`config.mk`:
```
export PLATFORM = sky130hd
export DESIGN_NAME = tcce_cmd_fifo
export DESIGN_NICKNAME = d
export VERILOG_FILES = /design/src/hdl/tcce_pkg.sv /design/src/hdl/tcce_cmd_fifo.sv
export SDC_FILE = /design/constraint.sdc
export NUM_CORES = 1
export LEC_CHECK = 0
export BUFFER_PORTS_ARGS = -buffer_cell sky130_fd_sc_hd__buf_2
export CAP_MARGIN = 25
export CORE_UTILIZATION = 40
export CTS_BUF_LIST = sky130_fd_sc_hd__clkbuf_16
export CTS_CLUSTER_SIZE = 14
export DETAILED_ROUTE_END_ITERATION = 10
export SETUP_SLACK_MARGIN = 0.4
export SYNTH_ARGS = -nofsm -noshare
export SYNTH_HDL_FRONTEND = slang
export SYNTH_SLANG_ARGS = --single-unit
```
`constraint.sdc`:
```
create_clock -name clk -period 3.6 [get_ports clk]
set_input_delay 0.18 -clock clk [delete_from_list [all_inputs] [get_ports clk]]
set_output_delay 0.18 -clock clk [all_outputs]
set_load 0.02 [all_outputs]
```
`src/hdl/tcce_pkg.sv`:
```
// package for the text console cursor engine
// holds command codes, character codes and the command record shared by all modules
// no dependencies
package tcce_pkg;

	localparam int COLUMNS_DEF = 80;
	localparam int ROWS_DEF    = 25;
	localparam int CMD_DEPTH   = 2;

	localparam logic [1:0] OP_PUT   = 2'd0;
	localparam logic [1:0] OP_CLEAR = 2'd1;
	localparam logic [1:0] OP_SET   = 2'd2;
	localparam logic [1:0] OP_READ  = 2'd3;

	localparam logic [2:0] CMD_PRINT     = 3'd0;
	localparam logic [2:0] CMD_NEWLINE   = 3'd1;
	localparam logic [2:0] CMD_BACKSPACE = 3'd2;
	localparam logic [2:0] CMD_RETURN    = 3'd3;
	localparam logic [2:0] CMD_TAB       = 3'd4;
	localparam logic [2:0] CMD_CLEAR     = 3'd5;
	localparam logic [2:0] CMD_SET       = 3'd6;
	localparam logic [2:0] CMD_READ      = 3'd7;

	localparam logic [7:0] CH_NEWLINE   = 8'd10;
	localparam logic [7:0] CH_BACKSPACE = 8'd8;
	localparam logic [7:0] CH_RETURN    = 8'd13;
	localparam logic [7:0] CH_TAB       = 8'd9;
	localparam logic [7:0] CH_SPACE     = 8'h20;
	localparam logic [7:0] ATTR_RESET   = 8'h07;

	typedef struct packed {
		logic [2:0]  kind;
		logic [7:0]  ch;
		logic [6:0]  col;
		logic [4:0]  row;
		logic [10:0] addr;
		logic        in_range;
	} cmd_t;

endpackage

```
`src/hdl/tcce_cmd_fifo.sv`:
```
// short command queue between front and back end
// depends on tcce_pkg
module tcce_cmd_fifo import tcce_pkg::*; #(
	parameter int DEPTH = CMD_DEPTH
) (
	input  logic clk,
	input  logic arst_n,
	input  logic push,
	input  cmd_t wr_cmd,
	output logic full,
	output logic empty,
	input  logic pop,
	output cmd_t rd_cmd
);

	localparam int PTR_W = (DEPTH > 1) ? $clog2(DEPTH) : 1;
	localparam int CNT_W = $clog2(DEPTH + 1);
	localparam logic [PTR_W-1:0] LAST_PTR = PTR_W'(DEPTH - 1);
	localparam logic [CNT_W-1:0] FULL_CNT = CNT_W'(DEPTH);

	cmd_t             entry_q [DEPTH];
	logic [PTR_W-1:0] wr_ptr_q;
	logic [PTR_W-1:0] rd_ptr_q;
	logic [CNT_W-1:0] count_q;

	assign full   = (count_q == FULL_CNT);
	assign empty  = (count_q == '0);
	assign rd_cmd = entry_q[rd_ptr_q];

	always_ff @(posedge clk) begin
		if (push)
			entry_q[wr_ptr_q] <= wr_cmd;
	end

	always_ff @(posedge clk or negedge arst_n) begin
		if (!arst_n) begin
			wr_ptr_q <= '0;
			rd_ptr_q <= '0;
			count_q  <= '0;
		end else begin
			if (push)
				wr_ptr_q <= (wr_ptr_q == LAST_PTR) ? '0 : wr_ptr_q + 1'b1;
			if (pop)
				rd_ptr_q <= (rd_ptr_q == LAST_PTR) ? '0 : rd_ptr_q + 1'b1;
			if (push && !pop)
				count_q <= count_q + 1'b1;
			else if (pop && !push)
				count_q <= count_q - 1'b1;
		end
	end

endmodule

```
# Yosys cells after proc, flatten, opt, wreduce, memory -nomap -nowiden
# Memory sizes are Yosys's and may differ from the RTL's.
# Cells that the tools add are included.
[classes]
add_sub_neg = 4
n_eq_ne = 1
n_mux = 6
reduce_logical = 6
[ops]
columns = ["cell", "n"]
rows = [
  ["1-bit 2-to-1 mux", 4],
  ["2-bit 2-to-1 mux", 2],
  ["1-bit adder, second input constant", 2],
  ["2-bit by 1-bit adder with 2-bit output, second input constant", 1],
  ["2-bit equality test, second input constant", 1],
  ["1-bit logical AND", 2],
  ["1-bit zero test", 2],
  ["2-bit zero test", 1],
  ["2-bit nonzero test", 1],
  ["2-bit by 1-bit subtractor with 2-bit output, second input constant", 1],
]
[totals]
regBits = 4
mem_bits_rw = 70
in_bits = 39
out_inout_bits = 37
wordCells = 21
n_memories = 1
[mem_list]
columns = ["memory", "words", "word_bits", "read_ports", "rd_ports_with_merged_regs", "write_ports", "line", "source"]
rows = [
  ["entry_q", 2, 35, 1, 0, 1, "tcce_cmd_fifo.sv:21", "cmd_t entry_q [DEPTH];"],
]

# Longest topological paths before layout
# Gate-level depths: netlist of run 1.
[depth]
depth_word = 4
ltp_mapped = 5
mapped_depth_nobuf = 5

# Worst setup path after synthesis of run 1
# No wires, ideal clock.
[synth_timing]
kind = "register -> register"
start = "reg wr_ptr_q"
end = "mem entry_q[0][0] (netlist name), enable pin"
setup_ns = 0.431
arrival_time_ns = 1.973
required_ns = 3.169
setup_slack_ns = 1.195
path_stages_with_launch = 2
path_buffers = 0
synth_period_minus_slack_ns = 2.405
cell_sequence = "dfrtp_1 nor2b_1"
[synth_lines]
columns = ["element", "line", "source"]
rows = [
  ["start, declared", "tcce_cmd_fifo.sv:22", "logic [PTR_W-1:0] wr_ptr_q;"],
  ["start signal, assigned", "tcce_cmd_fifo.sv:42", "wr_ptr_q <= (wr_ptr_q == LAST_PTR) ? '0 : wr_ptr_q + 1'b1;"],
  ["end, declared", "tcce_cmd_fifo.sv:21", ""],
]
# Straight into the memory's write port.

==> results of run 1 <==
## metrics by stage
step	std cells	hold slack, ps
floorplan	125	-116
global placement	292	-15.6
detailed placement	292	-12.7
CTS	309	32.0
global route	311	32.6
finish	311	46.9
## synthesized netlist by cell type
library cell / count / area, um^2
edfxtp_1: 70 / 2100
mux2_4: 29 / 435
mux2_2: 6 / 67.6
dfrtp_1: 4 / 100
xor2_1: 4 / 35.0
buf_12: 3 / 60.1
nor2_1: 2 / 7.51
nor2b_1: 2 / 12.5
and2_1: 1 / 6.26
buf_6: 1 / 11.3
ha_1: 1 / 12.5
inv_1: 1 / 3.75
xnor2_1: 1 / 8.76
## registers in the layout (all words and copies together) (netlist names)
| register | count |
|---|---|
| wr_ptr_q | 1 |
| entry_q | 70 |
| rd_ptr_q | 1 |
| count_q | 2 |
## worst min-delay path by stage
stage               cells past startpoint             end  startpoint  slack [ps]
global placement                        1      count_q[1]      arst_n         -20
floorplan                               0      count_q[0]      arst_n        -120
finish                                  1  entry_q[1][27]  wr_cmd[27]          50
global route                            1  entry_q[1][25]  wr_cmd[25]          30
CTS                                     1   entry_q[0][1]   wr_cmd[1]          30
detailed placement                      1      count_q[0]      arst_n         -10
## where the power goes
part / switching [mW] / internal, mW
Sequential: 0.109 / 1.15
Combinational: 0.493 / 0.452
Clock: 0.312 / 0.527
## per-layer routing
metal	vias up	routed length, um	track usage (%)	share of wire [%]
li1	660	-	-	-
met1	645	1750	13.3	39
met2	43	2390	22.2	54
met3	7	226	4.38	5.1
met4	0	91	8.18	2.0
met5	-	0	0	0
## cell usage in the layout, fill, tap and decap left out, drive strengths merged
cell	synthesis	routed
clkbuf	0	9
xnor2	1	1
clkinvlp	0	1
dfrtp	4	4
inv	1	2
and2	1	1
ha	1	1
edfxtp	70	70
xor2	4	4
dlygate4sd3	0	1
nor2	2	2
nor2b	2	2
mux2	35	35
clkinv	0	4
buf	4	77
bufinv	0	1
## critical path, delay by kind of cell, from the launching register on
family / cells / cell delay [ps]
buf+inv: 2 / 420
flops: 1 / 710
mux: 1 / 310
## kinds of logic after synthesis
| group | count (synthesis) | synth area share, % |
|---|---|---|
| buffers and inverters | 5 | 2.62 |
| adder cells (fa/ha/maj) | 1 | 0.437 |
| XOR/XNOR | 5 | 1.53 |
| AND/OR/NAND/NOR | 5 | 0.918 |
| flip-flops | 74 | 76.9 |
| multiplexers | 35 | 17.6 |
## what timing repair did
item,4_1_cts,5_1_grt
hold buffers,1,0
resized for setup,0,0
hold endpoints to repair,4,0
setup endpoints to repair,0,0
## area by class of cell
class                   count  area share (%)
multi-input cells          46            16.4
clock inverters             7            1.69
well taps                  96            3.31
repair buffers             78            11.7
flip-flops and latches     74            60.6
clock buffers               9            6.20
inverters                   1           0.103
==> qor.csv, run 1 <==
metric;value;unit
rr_endpoint;entry_q[1][7];
antenna_found_initial;0;
ios;76;
gp_congestion;0.618;
slew_viol_final;0;
drtPass1Iterations;2;
powerDensity;837;nW/um^2
port-buffer-count;75;
initial_utilization;41.7;%
fin_util;52.9;%
postCtsSetupRepairBufs;0;
synth_cell_type_count;13;
grt_pass1_vias;1417;
clk_latency;320;ps
crit_path_max_fanout;19;
cp-startpoint;rd_ptr_q;
setup_ws;1650;ps
worst_path_largest_cell_delay;710;ps
clockBufferDepth;2;
fin_tns_setup;0;ps
status;finished clean;
max_clock_freq;0.512;GHz
clk_pin_slew;60;ps
drive_gt1_share;59.1;%
period_minus_slack;1950;ps
reg2regPathDepth;1;
criticalPathCategory;flip-flop to primary output;
ys_seq_area_share;76.9;%
wl_per_cell;14.3;um
ff_latch_area;2200;um^2
die_h;86.6;um
die_w;86.6;um
cap_violations;0;
path_cells;buf_12, mux2_4, buf_2;
clock_sinks;74;
fillers;575;
area.growth.synth_to_final;26.9;%
drtAntennaViolNets;0;
diodes;0;
fin_area;3630;um^2
yosys_warnings;0;
critPathArrivalTime;1770;ps
detailed_place_hpwl;2920;um
ys_seq_elements;74;
p_total;3.04;mW
cp_slowest_cell;dfrtp_2;
synthesis.nets;165;
end_kind;primary output;
core;6870;um^2
dp_slack;1730;ps
grt_pass1_wl;6730;um
syn-instance-count;125;
finalCritPeriodShare;54.2;%
hold_viol;0;
relSlewSlack;42.8;%
numCtsBuffers;9;
p_leak;1.47;nW
cts_tree;built;
r2r_start;wr_ptr_q;
dpl_cell_area;3300;um^2
via_count;1355;
finClkSkew;4.30;ps
syn_area;2860;um^2
htreeDepth;3;
wl;4450;um
grt_max_degree;37;
rsz0062_at_grt;no;
root_buffer;clkbuf_16;
r2r_setup_slack;2050;ps
worst_setup_path_start_kind;flip-flop;
die_area;7500;um^2
multiInputGateArea;594;um^2
worstHoldPathType;input port to flip-flop;
tightest_slew;858;ps
drc;0;
gr-usage-all-layers;12.8;%
postSynthAreaPerCell;22.9;um^2
setup_viol;0;
nets;250;
cp-endpoint;rd_cmd[3];
irDropWorstVdd;0.564;mV
worstPathRequired;3420;ps
overflow;0;
drt_iter0_drc;34;
row_count;30;
avgViaCountPerCell;4.36;
No activity file was read; power rests on OpenSTA's default activity.
==> run 2, diff against run 1 <==
--- a/config.mk
+++ b/config.mk
@@ -11,6 +11,7 @@
 export CTS_BUF_LIST = sky130_fd_sc_hd__clkbuf_16
 export CTS_CLUSTER_SIZE = 14
 export DETAILED_ROUTE_END_ITERATION = 10
+export PLACE_DENSITY = 0.66
 export SETUP_SLACK_MARGIN = 0.4
 export SYNTH_ARGS = -nofsm -noshare
 export SYNTH_HDL_FRONTEND = slang
==> constraint.sdc (replaced) <==
create_clock -name clk -period 1.7 [get_ports clk]
set_input_delay 0.085 -clock clk [delete_from_list [all_inputs] [get_ports clk]]
set_output_delay 0.085 -clock clk [all_outputs]
set_load 0.02 [all_outputs]
==> qor.csv, run 2 (same netlist as run 1, synthesis figures left out) <==
metric;value;unit
status;finished clean;
grt_pass1_wl;7510;um
wl;5130;um
post-place-cells;298;
p_total;7.48;mW
worst_setup_path_start_kind;flip-flop;
fin_cells;356;
hp-start;push;
hold_depth;2;
die_h;86.6;um
criticalPathCategory;flip-flop to primary output;
netSwitchingPower;2.14;mW
grt_max_degree;27;
drc;0;
tightest_slew;267;ps
cap_violations;0;
numCtsBuffers;9;
sw_frac_of_total;28.6;%
clk_pin_slew;60;ps
largest_reg_flops;70;
critPathArrivalTime;1480;ps
reg_top3;entry_q x70, count_q x2;
drive_gt1_share;53.8;%
power_frac_comb;39.7;%
drtPass1Iterations;4;
crit_path_max_fanout;6;
r2r_setup_slack;530;ps
gr-usage-all-layers;14.1;%
area.growth.synth_to_final;52.2;%
overflow;0;
powerDensity;1720;nW/um^2
irDropWorstVdd;0.935;mV
grt_pass1_vias;1589;
worst_path_largest_cell_delay;410;ps
relSlewSlack;82.2;%
drt_iter0_drc;73;
row_count;30;
die_w;86.6;um
top_register;entry_q;
nets;295;
avgViaCountPerCell;4.38;
finClkSkew;3.98;ps
clock_power_share;26.2;%
diodes;0;
max_clock_freq;0.639;GHz
p_leak;1.78;nW
initial_utilization;41.7;%
fin_tns_setup;0;ps
clockBufferDepth;2;
cp_slowest_cell;dfrtp_2;
root_buffer;clkbuf_16;
worstHoldPathType;input port to flip-flop;
path_delay_family;buffers and inverters;
hold_viol;0;
rsz0062_at_grt;yes;
clock_sinks;74;
mostFrequentLayoutCell;edfxtp_1;
via_count;1559;
htreeDepth;3;
path_cells;buf_12, clkbuf_16, mux2_4, buf_6;
dpl_cell_area;3370;um^2
die_area;7500;um^2
detailed_place_hpwl;2920;um
port-buffer-count;75;
clk_latency;320;ps
min_to;wr_ptr_q;
drtAntennaViolNets;0;
pwr-share-seq;34.1;%
antenna_found_initial;0;
ios;76;
period_minus_slack;1570;ps
r2r_start;wr_ptr_q;
gp_congestion;0.660;
setup_viol;0;
fin_area;4360;um^2
path_depth;4;
wl_per_cell;14.4;um
finalCritPeriodShare;92.1;%
p_int;5.34;mW
rr_endpoint;entry_q[0][21];
reg2regPathDepth;2;
worstPathRequired;1620;ps
path_buf_inv;3;
layout_common_cells;edfxtp_1 (70), buf_2 (44), dlygate4sd3_1 (37), buf_6 (34), mux2_4 (30);
slew_viol_final;0;
cts_tree;built;
end_kind;primary output;
core;6870;um^2
run 2: cell count changes in the layout (fill, tap and decap cells not counted), sizes merged:
cell	delta
buf	+7
bufinv	+1
clkbuf	+2
clkinv	-1
clkinvlp	+1
dlygate4sd3	+36
inv	-1
run 2: worst max-delay path by stage:
stage / startpoint / endpoint / slack, ps
after global routing: rd_ptr_q / rd_cmd[22] / 100
after detailed placement: rd_ptr_q / rd_cmd[34] / 350
final: rd_ptr_q / rd_cmd[18] / 130
after global placement: rd_ptr_q / rd_cmd[34] / 350
after CTS: rd_ptr_q / rd_cmd[34] / 100
after floorplan: wr_ptr_q / entry_q[0][0] / 330
run 2: layer usage:
metal,up-vias,GRT usage [%],part of all wire (%)
li1,750,-,-
met1,751,16.3,40
met2,52,23.7,53
met3,6,4.95,5.3
met4,0,5.91,1.2
met5,-,0,0
run 2: what timing repair did:
action | in CTS | in global routing
resized for setup | 0 | 67
gates cloned | 0 | 3
hold endpoints to repair | 75 | 0
hold buffers | 37 | 0
buffers inserted | 1 | 1
endpoints found under the setup margin | 35 | 61
run 2: power groups by stage:
stage | clock network [mW] | logic, mW | registers [mW]
6_report | 1.96 | 2.97 | 2.55
3_5_place_dp | 0 | 2.16 | 2.63
4_1_cts | 2.01 | 2.29 | 2.57
5_1_grt | 2.07 | 3.14 | 2.59
2_1_floorplan | 0 | 1.71 | 2.56
3_3_place_gp | 0 | 2.15 | 2.61
run 2: metrics by stage:
step | setup WS (ps) | hold slack [ps] | utilization, %
after floorplan | 334 | -211 | -
after global placement | 351 | -96.8 | 49.0
after detailed placement | 346 | -101 | 49.0
after CTS | 96.4 | 5.84 | 59.2
after global routing | 96.2 | 13.6 | 63.4
final | 135 | 14.9 | 63.4
run 2: worst register-to-register path: stages (launching register included):
cell and delay, ps:
dfrtp_1 420, nor2b_4 140, buf_6 270
run 2: area by class of cell:
type,instances,area [um^2]
fill,492,2510
sequential,74,2200
multi-input combinational,46,598
inverter,1,3.75
tap,96,120
clock inverter,7,93.8
clock buffer,9,225
timing repair buffer,123,1110
==> run 3, diff against run 2 <==
--- a/config.mk
+++ b/config.mk
@@ -11,7 +11,6 @@
 export CTS_BUF_LIST = sky130_fd_sc_hd__clkbuf_16
 export CTS_CLUSTER_SIZE = 14
 export DETAILED_ROUTE_END_ITERATION = 10
-export PLACE_DENSITY = 0.66
 export SETUP_SLACK_MARGIN = 0.4
 export SYNTH_ARGS = -nofsm -noshare
 export SYNTH_HDL_FRONTEND = slang
==> constraint.sdc (replaced) <==
create_clock -name clk -period 1.8 [get_ports clk]
set_input_delay 0.09 -clock clk [delete_from_list [all_inputs] [get_ports clk]]
set_output_delay 0.09 -clock clk [all_outputs]
set_load 0.02 [all_outputs]
==> qor.csv, run 3 (same netlist as run 1, synthesis figures left out) <==
metric;value;unit
finalCritPeriodShare;84.9;%
fin_tns_setup;0;ps
fillers;531;
status;finished clean;
wl_met2;2310;um
layout_common_cells;buf_2 (75), edfxtp_1 (70), dlygate4sd3_1 (37), mux2_4 (29), clkbuf_16 (9);
highest_layer;met4;
largest_reg_flops;70;
port-buffer-count;75;
cts_tree;built;
wl;4800;um
relSlewSlack;81.2;%
core;6870;um^2
diodes;0;
area.growth.synth_to_final;41.4;%
antenna_found_initial;0;
mostFrequentLayoutCell;buf_2;
overflow;0;
worstHoldPathType;input port to flip-flop;
initial_utilization;41.7;%
grt_pass1_vias;1534;
hp-start;push;
tightest_slew;281;ps
die_w;86.6;um
clock_sinks;74;
max_clock_freq;0.655;GHz
met1Wirelength;2110;um
root_buffer;clkbuf_16;
clk_latency;320;ps
drc;0;
avgViaCountPerCell;4.27;
period_minus_slack;1530;ps
route.met3.wl;280;um
irDropWorstVdd;1.11;mV
die_h;86.6;um
cp_slowest_cell;dfrtp_2;
p_leak;1.66;nW
worstPathRequired;1710;ps
nets;290;
slew_viol_final;0;
rsz0062_at_grt;yes;
grt_pass1_wl;7400;um
drtAntennaViolNets;0;
critPathArrivalTime;1440;ps
whs;21.3;ps
postCtsSetupRepairBufs;0;
via_count;1499;
grt_max_degree;21;
worst_path_largest_cell_delay;410;ps
powerDensity;1570;nW/um^2
crit_path_max_fanout;18;
worst_setup_path_start_kind;flip-flop;
clk_pin_slew;50;ps
numCtsBuffers;9;
row_count;30;
r2r_start;wr_ptr_q;
gr-usage-all-layers;13.9;%
reg_top3;entry_q x70, count_q x2;
cap_violations;0;
gp_congestion;0.631;
die_area;7500;um^2
wl_per_cell;13.7;um
drive_gt1_share;52.2;%
setup_viol;0;
clockBufferDepth;2;
htreeDepth;3;
fin_util;58.9;%
finClkSkew;2.65;ps
ios;76;
path_cells;buf_12, mux2_2, buf_2;
top_register;entry_q;
end_kind;primary output;
cp-startpoint;rd_ptr_q;
detailed_place_hpwl;3050;um
drt_iter0_drc;53;
criticalPathCategory;flip-flop to primary output;
drtPass1Iterations;2;
hold_viol;0;
run 3: cell count changes in the layout (fill, tap and decap cells not counted), sizes merged:
cell,before,now
clkinvlp,2,1
buf,84,81
inv,1,2
clkbuf,11,9
run 3: repair_timing:
action,in CTS,in global routing
hold buffers,37,0
resized for setup,6,0
endpoints found under the setup margin,35,35
pin swaps,0,0
hold endpoints to repair,75,0
run 3: stage by stage:
step           total power [mW]  setup slack, ps  cell area (um^2)  cells
4_1_cts                    6.43              259              4050    351
3_3_place_gp               4.42              536              3340    298
2_1_floorplan              4.03              434              2870    125
3_5_place_dp               4.47              511              3340    298
6_report                   6.35              272              4050    351
5_1_grt                    6.65              218              4050    351
run 3: path summary, 6_finish.rpt:
path                            slack [ps]              to  depth (start not counted)
worst max-delay path                   270      rd_cmd[15]                          3
worst min-delay path                    20        wr_ptr_q                          2
worst max register to register         610  entry_q[1][32]                          2
worst min register to register         490      count_q[1]                          1
max in group asynchronous             1550        rd_ptr_q                          2
min in group asynchronous              110      count_q[1]                          2
run 3: critical path: cells and delay by family (launching register included):
kind	cells	cell delay, ps
mux	1	350
buf+inv	2	350
flops	1	410
run 3: layout make-up:
| cell class | instances | area, um^2 | share of cell area [%] |
|---|---|---|---|
| tap | 96 | 120 | 2.97 |
| inverter | 1 | 3.75 | 0.0927 |
| sequential | 74 | 2200 | 54.4 |
| clock buffer | 9 | 225 | 5.56 |
| clock inverter | 7 | 85.1 | 2.10 |
| multi-input combinational | 46 | 594 | 14.7 |
| timing repair buffer | 118 | 816 | 20.2 |
run 3: where the power goes:
part,total (mW),internal [mW],switching (mW)
logic,2.12,1.00,1.11
clock network,1.81,1.20,0.614
registers,2.42,2.30,0.127
total,6.35,4.50,1.85
run 3: layer usage:
| layer | up-vias | GRT usage (%) |
|---|---|---|
| li1 | 738 | - |
| met5 | - | 0 |
| met2 | 54 | 21.9 |
| met4 | 0 | 6.06 |
| met3 | 9 | 5.43 |
| met1 | 698 | 16.9 |
