**src/hdl/tcce_pkg.sv**
```systemverilog
// package for the text console cursor engine
// holds command codes, character codes and the command record shared by all modules
// no dependencies
package tcce_pkg;

	localparam int COLUMNS_DEF = 80;
	localparam int ROWS_DEF    = 25;
	localparam int CMD_DEPTH   = 2;

	localparam logic [1:0] OP_PUT   = 2'd0;
	localparam logic [1:0] OP_CLEAR = 2'd1;
	localparam logic [1:0] OP_SET   = 2'd2;
	localparam logic [1:0] OP_READ  = 2'd3;

	localparam logic [2:0] CMD_PRINT     = 3'd0;
	localparam logic [2:0] CMD_NEWLINE   = 3'd1;
	localparam logic [2:0] CMD_BACKSPACE = 3'd2;
	localparam logic [2:0] CMD_RETURN    = 3'd3;
	localparam logic [2:0] CMD_TAB       = 3'd4;
	localparam logic [2:0] CMD_CLEAR     = 3'd5;
	localparam logic [2:0] CMD_SET       = 3'd6;
	localparam logic [2:0] CMD_READ      = 3'd7;

	localparam logic [7:0] CH_NEWLINE   = 8'd10;
	localparam logic [7:0] CH_BACKSPACE = 8'd8;
	localparam logic [7:0] CH_RETURN    = 8'd13;
	localparam logic [7:0] CH_TAB       = 8'd9;
	localparam logic [7:0] CH_SPACE     = 8'h20;
	localparam logic [7:0] ATTR_RESET   = 8'h07;

	typedef struct packed {
		logic [2:0]  kind;
		logic [7:0]  ch;
		logic [6:0]  col;
		logic [4:0]  row;
		logic [10:0] addr;
		logic        in_range;
	} cmd_t;

endpackage

```
**src/hdl/tcce_front.sv**
```systemverilog
// front end: input handshake and command classification
// depends on tcce_pkg
module tcce_front import tcce_pkg::*; #(
	parameter int COLUMNS = COLUMNS_DEF,
	parameter int ROWS    = ROWS_DEF
) (
	input  logic        push,
	output logic        full,
	input  logic [1:0]  opcode,
	input  logic [7:0]  char_code,
	input  logic [6:0]  new_column,
	input  logic [4:0]  new_row,
	input  logic [10:0] cell_address,
	input  logic        fifo_full,
	input  logic        busy,
	output logic        fifo_push,
	output cmd_t        cmd
);

	localparam logic [6:0]  LAST_COL = 7'(COLUMNS - 1);
	localparam logic [4:0]  LAST_ROW = 5'(ROWS - 1);
	localparam logic [12:0] CELLS    = 13'(COLUMNS * ROWS);

	assign full      = fifo_full | busy;
	assign fifo_push = push & ~full;

	always_comb begin
		cmd.ch       = char_code;
		cmd.addr     = cell_address;
		cmd.in_range = ({2'b00, cell_address} < CELLS);
		cmd.col      = (new_column > LAST_COL) ? LAST_COL : new_column;
		cmd.row      = (new_row > LAST_ROW) ? LAST_ROW : new_row;
		case (opcode)
			OP_PUT: begin
				case (char_code)
					CH_NEWLINE:   cmd.kind = CMD_NEWLINE;
					CH_BACKSPACE: cmd.kind = CMD_BACKSPACE;
					CH_RETURN:    cmd.kind = CMD_RETURN;
					CH_TAB:       cmd.kind = CMD_TAB;
					default:      cmd.kind = CMD_PRINT;
				endcase
			end
			OP_CLEAR: cmd.kind = CMD_CLEAR;
			OP_SET:   cmd.kind = CMD_SET;
			default:  cmd.kind = CMD_READ;
		endcase
	end

endmodule

```
**config.mk**
```make
export PLATFORM = sky130hd
export DESIGN_NAME = tcce_front
export DESIGN_NICKNAME = d
export VERILOG_FILES = /design/src/hdl/tcce_pkg.sv /design/src/hdl/tcce_front.sv
export SDC_FILE = /design/constraint.sdc
export NUM_CORES = 1
export LEC_CHECK = 0
export ABC_AREA = 1
export BUFFER_PORTS_ARGS = -buffer_cell sky130_fd_sc_hd__buf_2
export CAP_MARGIN = 20
export CORE_MARGIN = 5
export CORE_UTILIZATION = 30
export DETAILED_ROUTE_END_ITERATION = 6
export GPL_TIMING_DRIVEN = 1
export PLACE_DENSITY = 0.87
export SLEW_MARGIN = 20
export SYNTH_ARGS = -nofsm -noshare
export SYNTH_HDL_FRONTEND = slang
export SYNTH_SLANG_ARGS = --single-unit
```
**constraint.sdc**
```tcl
create_clock -name vclk -period 1.3
set_input_delay 0.26 -clock vclk [all_inputs]
set_output_delay 0.26 -clock vclk [all_outputs]
set_load 0.01 [all_outputs]
```
# ---- Word-level counts from Yosys, hierarchy flattened
# Index checks and enable logic that the tools add are counted.
dict set report word_totals {
  reg_bits 0
  latch_bits 0
  ram_bits 0
  romBits 0
  in_bits 36
  output_inout_bits 37
  elab_cells 17
  mem_count 0
}
dict set report op_classes {
  addsub 0
  multipliers 0
  n_div 0
  order_cmp 3
  eq_ne 6
  shift 0
  mux 4
  bitwise 3
  n_reduce_logical 1
}
# operator n
set op_table {}
lappend op_table {{$eq A8 B4 Y1 const B} 4}
lappend op_table {{$pmux W3 S4} 1}
lappend op_table {{$lt A11 B11 Y1 const B} 1}
lappend op_table {{$pmux W3 S3} 1}
lappend op_table {{$gt A7 B7 Y1 const B} 1}
lappend op_table {{$mux W7} 1}
lappend op_table {{$gt A5 B5 Y1 const B} 1}
lappend op_table {{$mux W5} 1}
lappend op_table {{$eq A2 B1 Y1 const B} 1}
lappend op_table {{$eq A2 B2 Y1 const B} 1}
lappend op_table {{$logic_not A2 Y1} 1}
lappend op_table {{$and A1 B1 Y1} 1}
lappend op_table {{$not A1 Y1} 1}
lappend op_table {{$or A1 B1 Y1} 1}

# ---- Longest topological paths before layout
# Gate-level depths: netlist (run 1).
dict set report depth {
  ltp_word 3
  mapped_depth 8
  depth_no_buf 8
}

# ---- Worst setup path before layout (run 1)
# No wires, ideal clock.
dict set report synth_path {
  path_type {in2out}
  from {in opcode[0]}
  to {out cmd[32] (netlist name)}
  arrival_time_ps 935
  setup_slack_ps 105
  cell_stages 8
  n_path_buf 0
  cell_sequence {bufinv_8 ha_1 nand2_1 nor2_2 nand2_1 nand2_1 nand2_1 nand2_1}
}
# element line_no
set synth_lines {}
lappend synth_lines {{from (decl)} tcce_front.sv:9} ;# input logic [1:0] opcode,
lappend synth_lines {{to (decl)} tcce_front.sv:17} ;# output cmd_t cmd

==> results of run 1 <==
## logic make-up after synthesis
logic type / synth area share [%]
buf+inv: 54.7
simple gates: 35.2
fa+ha+maj: 5.59
compound gates: 4.47
## per-stage QoR
step / total power, mW / hold WS, ns / setup TNS, ns / util (%)
global placement: 0.209 / 0.520 / -0.274 / 44.5
global route: 0.260 / 0.520 / -0.0966 / 48.9
floorplan: 0.141 / 0.568 / 0 / -
CTS: 0.225 / 0.520 / 0 / 46.8
finish: 0.231 / 0.520 / 0 / 48.9
detailed placement: 0.214 / 0.520 / -0.412 / 44.5
## metal layers
metal / vias up / part of all wire [%] / track usage, % / wire length, µm
li1: 314 / - / - / -
met1: 262 / 30 / 10.8 / 406
met2: 44 / 53 / 21.7 / 727
met3: 0 / 17 / 4.91 / 234
met4: 0 / 0 / 0.897 / 0
met5: - / 0 / 0 / 0
## report_power, final
| part | switching (mW) | internal [mW] | total [mW] |
|---|---|---|---|
| registers | 0 | 0 | 0 |
| clock network | 0 | 0 | 0 |
| logic | 0.117 | 0.115 | 0.231 |
## cells in the mapped netlist
cell type  count
nand2_1       23
o2111ai_1      1
and3_1         1
nor2_2         1
clkbuf_1       3
inv_1         15
bufinv_8       2
buf_4         19
a31oi_1        1
nand3_1        1
or2_1          2
ha_1           2
nor2_1        11
o21ai_1        1
## layout make-up
cell class / count / area share, %
well taps: 16 / 2.82
inverters: 17 / 11.1
repair buffers: 68 / 52.6
multi-input cells: 44 / 33.5
## worst max-delay path by stage
stage | from | endpoint | slack, ns | cells after the start
2_1_floorplan | opcode[0] | cmd[32] | 0.11 | 8
3_3_place_gp | opcode[1] | cmd[33] | -0.11 | 10
3_5_place_dp | opcode[1] | cmd[32] | -0.16 | 10
4_1_cts | opcode[1] | cmd[32] | 0.0007 | 10
5_1_grt | opcode[0] | cmd[32] | -0.06 | 10
6_report | opcode[0] | cmd[32] | 0.01 | 10
## worst max-delay path, cell delays in order
cell     delay [ns]
buf_8          0.10
inv_8          0.04
ha_4           0.13
nand2_4        0.05
nor2_4         0.11
nand2_1        0.05
nand2_1        0.06
nand2_1        0.05
nand2_1        0.05
buf_2          0.12
## what timing repair did
| action | in CTS | in global routing |
|---|---|---|
| setup buffers | 1 | 1 |
| gates resized for setup | 12 | 6 |
| endpoints found under the setup margin | 3 | 3 |
| pin swaps | 4 | 3 |
==> results by group, run 1 <==
Status
  • Outcome: complete, no violations

Die
  • Core area: 0.00145 mm²
  • Die Wd: 48.6 µm
  • Num ports: 73
  • # rows: 14
  • Die Ht: 48.6 µm
  • Starting Density: 30.8%
  • Die area: 0.00237 mm²

Timing
  • RSZ-0062 raised after global routing: true
  • Worst slew pin tran: 0.327 ns
  • Tcrit/Tclk final: 98.9%
  • Crit path time final: 1.29 ns
  • Max-slew violation count: 0
  • Final Hold Fails: 0
  • # setup viols final: 0
  • Max Clock Freq: 778 MHz
  • Slew headroom: 78.0%
  • PnR worst setup slack: 0.0149 ns

Power and ir drop
  • Peak supply drop: 0.000146 V
  • Leak: 0.495 nW
  • Power Density: 326 mW/mm²

Detailed routing
  • Drt first pass iters: 2
  • Via density: 4.28
  • Remaining antenna violation count: 0
  • # DRC: 0
  • Via count: 620
  • DRT Wirelength: 1370 µm
  • Wire per inst: 9.43 µm
  • Iter 0 DRT Violations: 6

Synthesis
  • Synth area leader: buf_4
  • Cell variety after synth: 14
  • Seq/Total Area, Yosys: 0%
  • Mapped Avg Cell Area: 5.40 µm²
  • Post-Syn Area: 448 µm²
  • Top cells by area, synth: buf_4 32%, nand2_1 19%, inv_1 13%
  • Synth Net Count: 121
  • Yosys warnings: 0
  • Synth Instances: 83
  • Yosys top cell area share: 31.8%

Placed design
  • Placed Instance Area: 647 µm²
  • Number of port buffers: 65
  • Placed Cells: 143
  • Final HPWL DP: 1300 µm
  • Dpl ws: -0.160 ns
  • Final Wtd Congestion: 0.652

Setup path
  • Element type at the critical path end: primary output
  • Worst-path fanout max: 3
  • Critical Path AT: 1.03 ns
  • CP Launch Type: primary input
  • Worst path required time: 1.04 ns
  • Crit Path Class: in2out

Finish
  • Cell area after layout: 711 µm²
  • Fillers: 155
  • Multi-input logic area: 238 µm²
  • Most common cell after layout, fill and taps aside: buf_2
  • Layout cells sized above 1: 59.7%
  • Commonest non-fill, non-tap cells in the layout: 62 x buf_2, 22 x nand2_1, 15 x inv_1
  • Area grow syn2layout: 58.7%
  • Layout Cells excl Fill: 145
  • Seq cells: 0
  • Ant diodes: 0
  • FF+latch area: 0 µm²
  • Layout Nets: 169
  • Clock buffer count: 0

Clocking
  • Hold buffers post-CTS: 0

Worst hold path
  • Launch point of the worst hold path: cell_address[2]
  • Hold depth: 0
  • End point of the worst hold path: cmd[3]
  • HP Class: in2out

Global routing
  • GRT overflow: 0
  • Largest net degree at the start of global routing: 6
  • First-pass GRT wire length: 2380 µm
  • GRT Total Usage: 11.1%
  • Antenna violations before repair: 0
  • Vias in the first global route: 614

Flow run
  • Max cap viols: 0
Note: power is estimated with default switching activity, not from simulation.
==> run 2: changes to the inputs <==
- CORE_UTILIZATION: 30 -> 27
- PLACE_DENSITY: 0.87 -> 0.83
- clock period: 1.3 -> 1.15 ns (I/O delays scaled with it)
==> run 2 against run 1 <==
The flow now finishes with violations (setup timing). Routed wire length grew 3.8%. Critical path depth shrank 2. Worst setup slack lost 0.11 ns. Clock-buffer cell count is the same. Combinational power grew 15%. Global-route usage shrank 0.85 points. Power grew 14%. Hold slack lost 0.060 ns. First-iteration DRC count shrank 67%. Cell count grew 0.69%. Cell area grew 1.6%. Critical path type unchanged. Critical endpoint unchanged. Highest routed layer unchanged.
==> results by group, run 2 (synthesized netlist as in run 1, its figures left out) <==
Timing
  • Max Clock Freq: 804 MHz
  • RSZ-0062 raised after global routing: true
  • Final Hold Fails: 0 (unchanged)
  • Slew headroom: 83.1% (+5.0 points)
  • Max-slew violation count: 0 (unchanged)
  • Tcrit/Tclk final: 108%
  • PnR worst setup slack: -0.0943 ns (-0.109 ns)
  • Worst slew pin tran: 0.253 ns (-0.0746 ns)
  • # setup viols final: 3 (+3)
  • Crit path time final: 1.24 ns
  • Hold slack: 0.460 ns (-0.0600 ns)

Placed design
  • Number of port buffers: 65 (unchanged)
  • Final Wtd Congestion: 0.653 (about the same)
  • Placed Cells: 145 (+1.4%)
  • Final HPWL DP: 1280 µm (-1.5%)

Die
  • Die area: 0.00257 mm² (+8.8%)
  • Die Wd: 50.7 µm (+4.3%)
  • Num ports: 73 (unchanged)
  • Die Ht: 50.7 µm (+4.3%)
  • # rows: 14 (unchanged)
  • Core area: 0.00154 mm² (+6.0%)
  • Starting Density: 29.1% (-1.8 points)

Finish
  • Ant diodes: 0 (unchanged)
  • Commonest non-fill, non-tap cells in the layout: 61 x buf_2, 22 x nand2_1, 15 x inv_1
  • FF+latch area: 0 µm² (unchanged)
  • Seq cells: 0 (unchanged)
  • Layout Cells excl Fill: 146 (+0.69%)
  • Fillers: 179 (+15%)
  • Most common cell after layout, fill and taps aside: buf_2
  • Layout cells sized above 1: 61.5% (+1.8 points)
  • Clock buffer count: 0 (unchanged)
  • Area grow syn2layout: 61.2%
  • Layout Nets: 170 (+0.59%)

Global routing
  • Largest net degree at the start of global routing: 6 (unchanged)
  • GRT overflow: 0 (unchanged)
  • Antenna violations before repair: 0 (unchanged)
  • GRT met1 Usage: 10.4% (-0.39 points)
  • Vias in the first global route: 567 (-7.7%)
  • First-pass GRT wire length: 2270 µm (-4.6%)
  • Routing usage on met2: 22.1% (+0.37 points)
  • GRT Total Usage: 10.2% (-0.85 points)
  • Busiest grt layer: met2
  • Met3 Usage GRT: 1.48% (-3.4 points)

Setup path
  • Critical path's slowest cell: or2_4
  • Element type at the critical path end: primary output
  • Worst-path fanout max: 3 (unchanged)
  • CP top delay family: simple AND/OR/NAND/NOR gates
  • Critical Path AT: 1.01 ns (-0.02 ns)
  • CP most frequent cell: nand2_1
  • Crit Path Class: in2out
  • Worst Path Buf+Inv: 2 (-1)
  • Worst path required time: 0.92 ns (-0.12 ns)
  • CP Launch Type: primary input
  • Slowest stage delay, CP: 0.25 ns (+0.12 ns)
  • Worst path cell trace: buf_6 > or2_4 > nor2_4 > nand2_1 > nand2_1 > nand2_1 > nand2_1 > buf_2

Status
  • Failing checks: setup timing
  • Outcome: finished with violations

Detailed routing
  • Via density: 4.16 (-2.6%)
  • Via count: 608 (-1.9%)
  • Iter 0 DRT Violations: 2 (-4)
  • Wire per inst: 9.73 µm (+3.1%)
  • DRT Wirelength: 1420 µm (+3.8%)
  • Drt first pass iters: 4 (+2)
  • # DRC: 0 (unchanged)
  • Remaining antenna violation count: 0 (unchanged)

Worst hold path
  • HP Class: in2out

Clocking
  • Hold buffers post-CTS: 0 (unchanged)

Power and ir drop
  • Power Density: 367 mW/mm² (+13%)
  • Peak supply drop: 0.000161 V (+9.8%)
  • Leak: 0.491 nW (-0.76%)

Flow run
  • Max cap viols: 0 (unchanged)
run 2: changes by cell type in the layout (fill, tap and decap cells not counted):
cell,delta
ha_2,+1
o21ai_1,-1
buf_8,-1
buf_4,+1
nand2_4,-1
o21ai_2,+1
buf_6,+2
ha_1,-1
nand2_2,+1
buf_2,-1
run 2: layer usage:
layer | wire length (µm) | up-vias
met2 | 734 | 39
met1 | 456 | 254
met4 | 0 | 0
li1 | - | 315
met3 | 228 | 0
met5 | 0 | -
run 2: layout make-up:
| class | count | area, µm² | share of cell area [%] |
|---|---|---|---|
| Timing Repair Buffer | 69 | 384 | 53.2 |
| Inverter | 17 | 78.8 | 10.9 |
| Tap cell | 16 | 20.0 | 2.77 |
| Multi-Input combinational cell | 44 | 239 | 33.1 |
run 2: final timing paths:
check       to  cells after the start             from
max    cmd[32]                      8     char_code[5]
min     cmd[1]                      0  cell_address[0]
run 2: per-stage QoR:
step | setup WS [ns] | setup TNS [ns] | util [%] | instance area (µm²) | power [mW]
after floorplan | 0.0154 | 0 | - | 448 | 0.159
after global placement | -0.200 | -0.535 | 42.9 | 662 | 0.240
after detailed placement | -0.261 | -0.720 | 42.9 | 662 | 0.247
after CTS | -0.0955 | -0.216 | 45.9 | 707 | 0.263
after global routing | -0.177 | -0.431 | 46.8 | 722 | 0.296
final | -0.0943 | -0.228 | 46.8 | 722 | 0.265
run 2: repair_timing:
| action | CTS | global route |
|---|---|---|
| hold endpoints to repair | 0 | 0 |
| endpoints found under the setup margin | 3 | 7 |
| pin swaps | 8 | 4 |
| buffers inserted | 1 | 0 |
| resized for setup | 15 | 4 |
run 2: report_power, final:
group | switching [mW] | internal, mW
Sequential | 0 | 0
Combinational | 0.133 | 0.132
Clock | 0 | 0
==> run 3: changes to the inputs <==
- PLACE_DENSITY: 0.83 -> 0.81
==> run 3 against run 2 <==
The run still ends with setup timing left. Cell area up 7.3%. Largest cell class unchanged. First-iteration DRC count up 50%. Critical path depth unchanged. Routed wire length up 1.4%. Flip-flop and latch count unchanged. Clock-buffer cell count unchanged. Die area unchanged. Fmax up 0.56%. Cell count up 2.1%. Worst setup slack better by 0.0069 ns.
==> results by group, run 3 (synthesized netlist as in run 1, its figures left out) <==
Status
  • Outcome: finished with violations
  • Failing checks: setup timing

Global routing
  • Vias in the first global route: 558 (-1.6%)
  • GRT Total Usage: 9.70% (-0.54 points)
  • Met3 Usage GRT: 2.37% (+0.89 points)
  • Largest net degree at the start of global routing: 6 (unchanged)
  • GRT overflow: 0 (unchanged)
  • Antenna violations before repair: 0 (unchanged)
  • Busiest grt layer: met2
  • GRT met1 Usage: 8.85% (-1.6 points)
  • First-pass GRT wire length: 2180 µm (-4.0%)
  • Routing usage on met2: 21.5% (-0.62 points)

Detailed routing
  • Remaining antenna violation count: 0 (unchanged)
  • DRT Wirelength: 1440 µm (+1.4%)
  • Via count: 635 (+4.4%)
  • Drt first pass iters: 3 (-1)
  • # DRC: 0 (unchanged)
  • Via density: 4.26 (+2.3%)
  • Wire per inst: 9.66 µm (-0.63%)
  • Iter 0 DRT Violations: 3 (+1)

Placed design
  • Placed Cells: 147 (+1.4%)
  • Final HPWL DP: 1280 µm (about the same)
  • Final Wtd Congestion: 0.698 (+6.9%)
  • Number of port buffers: 65 (unchanged)
  • Placed Instance Area: 677 µm² (+2.3%)

Power and ir drop
  • Peak supply drop: 0.000193 V (+20%)
  • Leak: 0.518 nW (+5.5%)
  • Power Density: 363 mW/mm² (-1.0%)
  • PnR Total Power: 0.281 mW (+6.2%)

Setup path
  • Worst-path fanout max: 3 (unchanged)
  • Worst path required time: 0.92 ns (about the same)
  • Worst Setup SP: char_code[4]
  • Critical Path AT: 1.01 ns (about the same)
  • CP Launch Type: primary input
  • Element type at the critical path end: primary output
  • Crit Path Class: in2out

Die
  • Die Wd: 50.7 µm (unchanged)
  • # rows: 14 (unchanged)
  • Num ports: 73 (unchanged)
  • Die area: 0.00257 mm² (unchanged)
  • Core area: 0.00154 mm² (unchanged)
  • Starting Density: 29.1% (unchanged)
  • Die Ht: 50.7 µm (unchanged)

Timing
  • PnR worst setup slack: -0.0874 ns (+0.00691 ns)
  • Crit path time final: 1.24 ns (-0.00691 ns)
  • Max Clock Freq: 808 MHz (+0.56%)
  • Slew headroom: 83.3% (+0.20 points)
  • # setup viols final: 3 (unchanged)
  • Hold slack: 0.460 ns (+0.0000150 ns)
  • Tcrit/Tclk final: 108% (-0.60 points)
  • Final Hold Fails: 0 (unchanged)
  • Max-slew violation count: 0 (unchanged)
  • RSZ-0062 raised after global routing: true
  • Worst slew pin tran: 0.250 ns (-0.00296 ns)

Worst hold path
  • Launch point of the worst hold path: cell_address[0]
  • Hold depth: 0 (unchanged)
  • HP Class: in2out
  • End point of the worst hold path: cmd[1]

Finish
  • Multi-input logic area: 272 µm² (+14%)
  • Final Util: 50.2% (+3.4 points)
  • Layout Nets: 173 (+1.8%)
  • Ant diodes: 0 (unchanged)
  • Area grow syn2layout: 72.9%
  • Fillers: 162 (-9.5%)
  • Most common cell after layout, fill and taps aside: buf_2
  • Layout cells sized above 1: 63.9% (+2.4 points)
  • Commonest non-fill, non-tap cells in the layout: 62 x buf_2, 22 x nand2_1, 15 x inv_1
  • FF+latch area: 0 µm² (unchanged)
  • Clock buffer count: 0 (unchanged)
  • Layout Cells excl Fill: 149 (+2.1%)
  • Cell area after layout: 774 µm² (+7.3%)
  • Seq cells: 0 (unchanged)

Clocking
  • Hold buffers post-CTS: 0 (unchanged)

Flow run
  • Max cap viols: 0 (unchanged)
[run 3: cell count changes in the layout (fill, tap and decap cells not counted), sizes merged]
cell,previous run,this run
buf,69,72
[run 3: per-stage QoR]
step	setup WS [ns]	setup TNS (ns)
3_3_place_gp	-0.202	-0.535
6_report	-0.0874	-0.245
4_1_cts	-0.0992	-0.184
2_1_floorplan	0.0154	0
3_5_place_dp	-0.251	-0.651
5_1_grt	-0.152	-0.407
[run 3: critical path, cell delays in order]
cell and delay (ns):
buf_6 0.09, or2_4 0.25, nor2_4 0.10, nand2_1 0.07, nand2_1 0.06, nand2_1 0.04, nand2_1 0.04, buf_2 0.12
[run 3: worst max path at each step]
stage | end | slack (ns) | cells after the start
after detailed placement | cmd[33] | -0.25 | 10
after CTS | cmd[33] | -0.1 | 10
final | cmd[32] | -0.09 | 8
after floorplan | cmd[32] | 0.02 | 8
after global placement | cmd[32] | -0.20 | 10
after global routing | cmd[33] | -0.15 | 10
[run 3: cell type report]
cell class / count / share of cell area (%)
multi-input cells: 44 / 35.1
well taps: 16 / 2.58
inverters: 17 / 10.2
repair buffers: 72 / 52.2
[run 3: timing repair]
action | CTS | global route
setup buffers | 1 | 1
pin swaps | 7 | 5
endpoints found under the setup margin | 3 | 5
gates resized for setup | 14 | 11
[run 3: per-layer routing]
| metal | wire [µm] | up-vias |
|---|---|---|
| met4 | 0 | 0 |
| met1 | 440 | 271 |
| met5 | 0 | - |
| li1 | - | 322 |
| met3 | 216 | 0 |
| met2 | 783 | 42 |
[run 3: power by group]
group / internal, mW / switching, mW
Clock: 0 / 0
Sequential: 0 / 0
Combinational: 0.141 / 0.140
Total: 0.141 / 0.140
